### src/pss_pkg.sv
// pss_pkg: field widths, operation codes and status codes for the
// positional sequence store; no dependencies
`timescale 1ns / 1ps

package pss_pkg;

  localparam int FUNC_W   = 2;
  localparam int POS_W    = 6;
  localparam int DATA_W   = 32;
  localparam int STATUS_W = 2;
  localparam int LEN_W    = 6;

  typedef logic [FUNC_W-1:0]   func_t;
  typedef logic [STATUS_W-1:0] status_t;

  localparam func_t OP_INSERT = 2'd0;
  localparam func_t OP_DELETE = 2'd1;
  localparam func_t OP_READ   = 2'd2;

  localparam status_t ST_DONE  = 2'd0;
  localparam status_t ST_RANGE = 2'd1;
  localparam status_t ST_FULL  = 2'd2;

endpackage

### src/pss_if.sv
// pss_if: valid/ready channel interfaces for request and result beats
// depends on pss_pkg for field widths
`timescale 1ns / 1ps

interface pss_req_if;
  import pss_pkg::*;

  logic                     valid;
  logic                     ready;
  func_t                    func;
  logic [POS_W-1:0]         position;
  logic signed [DATA_W-1:0] value;

  modport source (output valid, output func, output position, output value, input ready);
  modport sink   (input valid, input func, input position, input value, output ready);
endinterface

interface pss_rsp_if;
  import pss_pkg::*;

  logic                     valid;
  logic                     ready;
  status_t                  status;
  logic signed [DATA_W-1:0] data;
  logic [LEN_W-1:0]         length;

  modport source (output valid, output status, output data, output length, input ready);
  modport sink   (input valid, input status, input data, input length, output ready);
endinterface

### src/positional_sequence_store.sv
// positional_sequence_store: bounded ordered list with insert, delete and
// read by position; depends on pss_pkg and the channel interfaces in pss_if
`timescale 1ns / 1ps

//  channel | dir | fields                     | beat taken when
//  --------+-----+----------------------------+---------------------
//  req     | in  | func, position, value      | req.valid & req.ready
//  rsp     | out | status, data, length       | rsp.valid & rsp.ready
//
// one request a cycle sustained while rsp takes results; the request register loads at the request beat,
// the result register loads from it when the request advances, and the result beat follows from the result register
// every entry holds, shifts up, shifts down or loads in the same cycle
// reset clears the length and the valid flags only; entries are never cleared, there is no sweep
// a stall on rsp backs up through the result and request registers

module positional_sequence_store #(
  parameter int CAPACITY = 32
) (
  input  logic      clk,
  input  logic      rst,
  pss_req_if.sink   req,
  pss_rsp_if.source rsp
);
  import pss_pkg::*;

  localparam int CNT_W = $clog2(CAPACITY + 1);
  localparam int IDX_W = $clog2(CAPACITY);
  localparam int CMP_W = (CNT_W > POS_W) ? CNT_W : POS_W;

  // request register
  logic              s1_valid;
  func_t             s1_func;
  logic [POS_W-1:0]  s1_pos;
  logic [DATA_W-1:0] s1_value;

  // result register
  logic              r_valid;
  status_t           r_status;
  logic [DATA_W-1:0] r_data;
  logic [LEN_W-1:0]  r_length;

  // list state
  logic [DATA_W-1:0] entries [CAPACITY];
  logic [CNT_W-1:0]  count;
  logic [CNT_W-1:0]  count_next;

  logic              advance;
  logic              take_req;
  logic [CMP_W-1:0]  pos_x;
  logic [CMP_W-1:0]  count_x;
  logic [CMP_W-1:0]  count_next_x;
  logic [IDX_W-1:0]  pos_idx;
  logic              full;
  status_t           status_next;
  logic [DATA_W-1:0] data_next;
  logic              do_insert;
  logic              do_delete;

  assign advance  = s1_valid && (!r_valid || rsp.ready);
  assign req.ready = !s1_valid || advance;
  assign take_req = req.valid && req.ready;

  assign pos_x   = CMP_W'(s1_pos);
  assign count_x = CMP_W'(count);
  assign pos_idx = pos_x[IDX_W-1:0];
  assign full    = (count == CNT_W'(CAPACITY));

  always_comb begin
    status_next = ST_RANGE;
    data_next   = '0;
    do_insert   = 1'b0;
    do_delete   = 1'b0;
    count_next  = count;
    case (s1_func)
      OP_INSERT: begin
        // a bad position is reported before a full store
        if (pos_x > count_x) begin
          status_next = ST_RANGE;
        end else if (full) begin
          status_next = ST_FULL;
        end else begin
          status_next = ST_DONE;
          do_insert   = 1'b1;
          count_next  = count + 1'b1;
        end
      end
      OP_DELETE, OP_READ: begin
        if (pos_x < count_x) begin
          status_next = ST_DONE;
          data_next   = entries[pos_idx];
          if (s1_func == OP_DELETE) begin
            do_delete  = 1'b1;
            count_next = count - 1'b1;
          end
        end
      end
      default: begin
        status_next = ST_RANGE;
      end
    endcase
  end

  assign count_next_x = CMP_W'(count_next);

  always_ff @(posedge clk) begin
    if (rst) begin
      s1_valid <= 1'b0;
      r_valid  <= 1'b0;
      count    <= '0;
    end else begin
      if (take_req) begin
        s1_valid <= 1'b1;
      end else if (advance) begin
        s1_valid <= 1'b0;
      end
      if (advance) begin
        r_valid <= 1'b1;
        count   <= count_next;
      end else if (rsp.ready) begin
        r_valid <= 1'b0;
      end
    end
  end

  always_ff @(posedge clk) begin
    if (take_req) begin
      s1_func  <= req.func;
      s1_pos   <= req.position;
      s1_value <= req.value;
    end
    if (advance) begin
      r_status <= status_next;
      r_data   <= data_next;
      r_length <= count_next_x[LEN_W-1:0];
    end
  end

  // each entry picks its own neighbour by comparing its index with the position
  always_ff @(posedge clk) begin
    if (advance) begin
      for (int k = 0; k < CAPACITY; k++) begin
        if (do_insert) begin
          if (CMP_W'(k) == pos_x) begin
            entries[k] <= s1_value;
          end else if (k > 0 && CMP_W'(k) > pos_x) begin
            entries[k] <= entries[(k > 0) ? k - 1 : 0];
          end
        end else if (do_delete) begin
          if (k < CAPACITY - 1 && CMP_W'(k) >= pos_x) begin
            entries[k] <= entries[(k < CAPACITY - 1) ? k + 1 : k];
          end
        end
      end
    end
  end

  assign rsp.valid  = r_valid;
  assign rsp.status = r_status;
  assign rsp.data   = r_data;
  assign rsp.length = r_length;

  a_count_bound: assert property (@(posedge clk) disable iff (rst)
    CNT_W'(CAPACITY) >= count)
    else $error("length beyond capacity");

  a_full_only_when_full: assert property (@(posedge clk) disable iff (rst)
    advance && status_next == ST_FULL |-> count == CNT_W'(CAPACITY))
    else $error("full status with room left");

  a_length_tracks: assert property (@(posedge clk) disable iff (rst)
    advance |=> rsp.valid && rsp.length == count_x[LEN_W-1:0])
    else $error("result length differs from held count");

  a_error_data_zero: assert property (@(posedge clk) disable iff (rst)
    rsp.valid && rsp.status != ST_DONE |-> rsp.data == '0)
    else $error("rejected request returned data");

endmodule
### src/flat_wrapper.sv
// flat-port wrapper written by rule: the top's interface ports become plain ports
module positional_sequence_store_flat import pss_pkg::*;
#(
  parameter int CAPACITY = 32
)
  (clk, rst, req_valid, req_func, req_position, req_value, req_ready, rsp_valid, rsp_status, rsp_data, rsp_length, rsp_ready);
  pss_req_if req_i ();
  pss_rsp_if rsp_i ();
  input  logic clk;
  input  logic rst;
  input wire logic [$bits(req_i.valid)-1:0] req_valid;
  input wire logic [$bits(req_i.func)-1:0] req_func;
  input wire logic [$bits(req_i.position)-1:0] req_position;
  input wire logic [$bits(req_i.value)-1:0] req_value;
  output wire logic [$bits(req_i.ready)-1:0] req_ready;
  output wire logic [$bits(rsp_i.valid)-1:0] rsp_valid;
  output wire logic [$bits(rsp_i.status)-1:0] rsp_status;
  output wire logic [$bits(rsp_i.data)-1:0] rsp_data;
  output wire logic [$bits(rsp_i.length)-1:0] rsp_length;
  input wire logic [$bits(rsp_i.ready)-1:0] rsp_ready;
  assign req_i.valid = req_valid;
  assign req_i.func = req_func;
  assign req_i.position = req_position;
  assign req_i.value = req_value;
  assign req_ready = req_i.ready;
  assign rsp_valid = rsp_i.valid;
  assign rsp_status = rsp_i.status;
  assign rsp_data = rsp_i.data;
  assign rsp_length = rsp_i.length;
  assign rsp_i.ready = rsp_ready;
  positional_sequence_store #(.CAPACITY(CAPACITY)) u_core (.clk(clk), .rst(rst), .req(req_i), .rsp(rsp_i));
endmodule
### config.mk
export PLATFORM = sky130hd
export DESIGN_NAME = positional_sequence_store_flat
export DESIGN_NICKNAME = d
export VERILOG_FILES = /design/src/pss_pkg.sv /design/src/pss_if.sv /design/src/positional_sequence_store.sv /design/src/flat_wrapper.sv
export SDC_FILE = /design/constraint.sdc
export NUM_CORES = 2
export LEC_CHECK = 0
export ABC_CLOCK_PERIOD_IN_PS = 8960
export BUFFER_PORTS_ARGS = -buffer_cell sky130_fd_sc_hd__buf_2
export CORE_UTILIZATION = 44
export CTS_BUF_LIST = sky130_fd_sc_hd__clkbuf_4
export CTS_CLUSTER_SIZE = 20
export DETAILED_ROUTE_END_ITERATION = 10
export PLACE_DENSITY_LB_ADDON = 0.15
export SYNTH_ARGS = -nofsm -noshare
export SYNTH_HDL_FRONTEND = slang
export SYNTH_SLANG_ARGS = --single-unit
export TNS_END_PERCENT = 1
### constraint.sdc
create_clock -name clk -period 8.96 [get_ports clk]
set_input_delay 1.344 -clock clk [delete_from_list [all_inputs] [get_ports clk]]
set_output_delay 1.344 -clock clk [all_outputs]
set_load 0.01 [all_outputs]
==> results by group <==
Clock tree
  • Post-CTS Hold Buffers: 0
  • Resize count post-CTS: 0
  • CTS tree: yes
  • Post-CTS setup buffer count: 0
  • Clock-pin slew on the worst setup and hold paths: 0.07 ns
  • Worst skew pair latency: 1.29 ns
  • Clock sink count: 1112
  • CTS Buf Count: 335
  • CTS root buffer: clkbuf_4
  • Clk buf depth: 4
  • H-tree levels: 5

Synthesis
  • Multiplexer area fraction after synthesis: 20.48%
  • Async S/R FF share, synth: 0%
  • Mean post-synth cell area: 11.00 sq um
  • Simple-gate share of the synthesized area: 12.75%
  • Seq cells post-synth: 1112
  • Mapped Cells: 5791
  • Number of synthesized flops with an enable pin: 1104
  • Adder-cell share of the synthesized area: 0.2160%
  • XOR/XNOR share of the synthesized area: 0.02749%
  • Post-synth top flop: edfxtp_1
  • Syn_nets: 5846
  • Synth Warn #: 0
  • Library cells used by synthesis: 65
  • Register area share after synthesis: 52.27%
  • Mapped cell area: 0.06373 sq mm
  • Main combinational cell family by area after synthesis: multiplexers
  • Post-synthesis compound-gate area fraction: 10.10%

Timing
  • Setup Skew: 0.08478 ns
  • Final period util: 55.46%
  • Setup WS post-layout: 3.991 ns
  • Pins Over Slew Limit: 0
  • Hold_ws: 0.2449 ns
  • Endpoints failing hold: 0
  • Worst-Margin Slew: 1.253 ns
  • Setup Viol. Count Final: 0
  • RSZ-0062 raised after global routing: false
  • Fmax achieved: 201.3 MHz
  • Fin Setup TNS: 0 ns
  • Shortest period the worst path allows: 4.969 ns
  • Slew HR: 16.45%

GRT
  • Total gr overflow: 0
  • Total track usage: 27.99%
  • First-pass GRT wire length: 311.8 mm
  • Largest net degree at the start of global routing: 132
  • Vias in the first global route: 49.35k
  • Initial antenna violation count: 7

Floorplanning
  • Die Area: 0.1464 sq mm
  • I/O pin cnt: 86
  • Initial Utilization: 44.36%
  • Core area: 0.1437 sq mm
  • Die W: 382.6 um
  • Rows: 139
  • Die outline height: 382.6 um

Place
  • Detailed Place HPWL: 129.1 mm
  • Area after DPL: 0.06574 sq mm
  • Inst Count DP: 7355
  • RePlAce Congestion: 0.8959
  • PortBufs: 85
  • Worst slack, placed: 4.041 ns

Pwr
  • VDD IR max: 0.09725 mV
  • Reg power frac: 50.1%
  • Sw Share: 25.03%
  • Tot Pwr: 11.61 mW
  • Clock power share: 41.7%
  • Pwr dens: 166.5 mW/mm^2
  • Int Pwr: 8.701 mW
  • Power dissipated by switching net loads: 2.905 mW
  • Combinational share of power: 8.3%
  • Leak: 26.65 nW

Critical path
  • R2R cell count: 8
  • Critical Path End Type: flip-flop
  • Arr. time, crit path: 5.87 ns
  • CP max FO: 65
  • Reg-to-reg setup timing slack: 3.99 ns
  • CP Class: reg2reg
  • Crit Reg-Reg Endpoint: u_core.entries[19][11]
  • Critical Path Start Type: flip-flop
  • CP Data Required Time: 9.86 ns
  • Reg2Reg Launch Point: u_core.pos_x[1]

Routing
  • Starting DRT DRC Count: 5058
  • Vias: 49.28k
  • DR vias/cell: 6.228
  • Routed wire length per instance: 26.15 um
  • Drt pass-1 iters: 9
  • Routed WL: 206.9 mm
  • DR DRC count: 14
  • Routed Antenna Nets: 0

Layout
  • Fin cells: 7913
  • Finished Core Util: 48.54%
  • Cell area after layout: 0.06972 sq mm
  • P&R area growth vs syn: 9.413%
  • Final nets: 5844
  • Share of layout cells above drive strength 1: 19.88%

Min path
  • HP Start: req_value[1]
  • Hold Path Class: in2reg
  • Worst Hold End: u_core.s1_value[1]
  • Hold Crit Depth: 1

Flow run
  • Max-cap violations: 0

Run status
  • Failing checks: design-rule violations
  • Outcome: finished, violations left
[power by group through the flow]
stage	Sequential (mW)	Clock [mW]	Combinational, mW
floorplan	5.92	0	0.650
global placement	5.92	0	0.938
detailed placement	5.92	0	0.959
CTS	5.81	4.95	0.961
global route	5.81	5.20	1.03
finish	5.81	4.84	0.959
[area by class of cell]
class	count	area, sq um
fill	13300	73930
sequential	1112	33310
multi-input combinational	4025	28140
clock buffer	491	3686
tap	1903	2381
timing repair buffer	237	1617
inverter	78	292.8
clock inverter	59	276.5
antenna	8	20.02
[cell families after synthesis]
family / count (synthesis)
and+or+nand+nor: 2007
DFF: 1112
AOI/OAI and AO/OA: 1108
muxes: 897
buffers and inverters: 654
adders and majority gates: 11
xor gates and xnor gates: 2
[registers in the layout (all words and copies together), names as in the netlist]
register and cells:
u_core.s1_func 2, u_core.rsp.data 32, u_core.rsp.length 6, u_core.rsp.valid 1, u_core.pos_x 6, u_core.rsp.status 2, u_core.entries 1024, u_core.s1_value 32
u_core.count 6, u_core.s1_valid 1
[critical path, cell delays in order, from the launching register on]
cell and delay, ns:
edfxtp_1 0.93, ha_1 0.37, nor2b_1 0.14, o21ai_0 0.30
nand3_1 0.68, or4_2 0.87, buf_4 0.33, nand2_1 0.56
buf_4 0.39
[synth_stat cells, types with 3 or more instances]
cell type	n	area [sq um]
a2111oi_0	3	26.28
a21boi_0	33	247.7
a21o_1	6	45.04
a21oi_1	236	1181
a22oi_1	15	112.6
a31oi_1	387	2421
a41oi_1	3	26.28
and2_1	12	75.07
and3_1	9	56.30
and4_1	9	78.83
buf_1	23	86.33
buf_2	90	450.4
buf_4	3	22.52
buf_6	9	101.4
clkbuf_1	451	1693
dfxtp_1	8	160.2
edfxtp_1	1104	33150
ha_1	11	137.6
inv_1	78	292.8
mux2_1	14	157.7
mux2_2	50	563.0
mux2i_1	514	5145
mux4_2	319	7184
nand2_1	1168	4384
nand2b_1	9	56.30
nand3_1	68	340.3
nand4_1	13	81.33
nand4_2	5	62.56
nor2_1	644	2417
nor2b_1	3	18.77
nor3_1	16	80.08
nor4_1	8	50.05
nor4_2	4	50.05
nor4_4	4	85.08
o21a_1	4	30.03
o21ai_0	312	1562
o21ai_1	24	120.1
o22a_1	32	280.3
o22ai_1	32	200.2
or3_1	3	18.77
or4_1	21	157.7
[how the worst max path moves through the flow]
| stage | start | to | slack [ns] |
|---|---|---|---|
| after global routing | u_core.pos_x[3] | u_core.entries[19][12] | 3.74 |
| final | u_core.pos_x[1] | u_core.entries[19][11] | 3.99 |
| after global placement | u_core.pos_x[3] | u_core.entries[19][4] | 4.07 |
| after detailed placement | u_core.pos_x[3] | u_core.entries[19][5] | 4.04 |
| after floorplan | u_core.count[5] | u_core.entries[8][0] | 1.01 |
| after CTS | u_core.pos_x[3] | u_core.entries[19][5] | 4.00 |
[placed cells by master (no fill, tap or decap), types with 7 or more instances in the layout]
cell type	Yosys	layout
nand2_1	1168	1165
edfxtp_1	1104	1104
nor2_1	644	630
mux2i_1	514	514
clkbuf_4	0	491
a31oi_1	387	386
mux4_2	319	319
o21ai_0	312	310
a21oi_1	236	233
buf_4	3	148
buf_2	90	85
inv_1	78	77
nand3_1	68	65
clkinv_1	0	53
mux2_2	50	50
a21boi_0	33	33
o22ai_1	32	32
o22a_1	32	32
o21ai_1	24	24
or4_2	0	19
a22oi_1	15	15
mux2_1	14	14
nand4_1	13	13
nor2_4	0	13
ha_1	11	11
nor3_1	16	10
and2_1	12	9
diode_2	0	8
and4_1	9	8
nor4_4	4	8
dfxtp_1	8	8
nand2b_1	9	7
nor3_2	2	7
[per-layer routing]
| layer | wire (um) | vias up | track usage, % | part of all wire, % |
|---|---|---|---|---|
| li1 | - | 21640 | - | - |
| met5 | 0 | - | 0 | 0 |
| met2 | 98530 | 2230 | 44.93 | 48 |
| met3 | 15320 | 462 | 4.962 | 7.4 |
| met4 | 7681 | 0 | 11.59 | 3.7 |
| met1 | 85400 | 24950 | 37.43 | 41 |
Note: power is estimated with default switching activity, not from simulation.
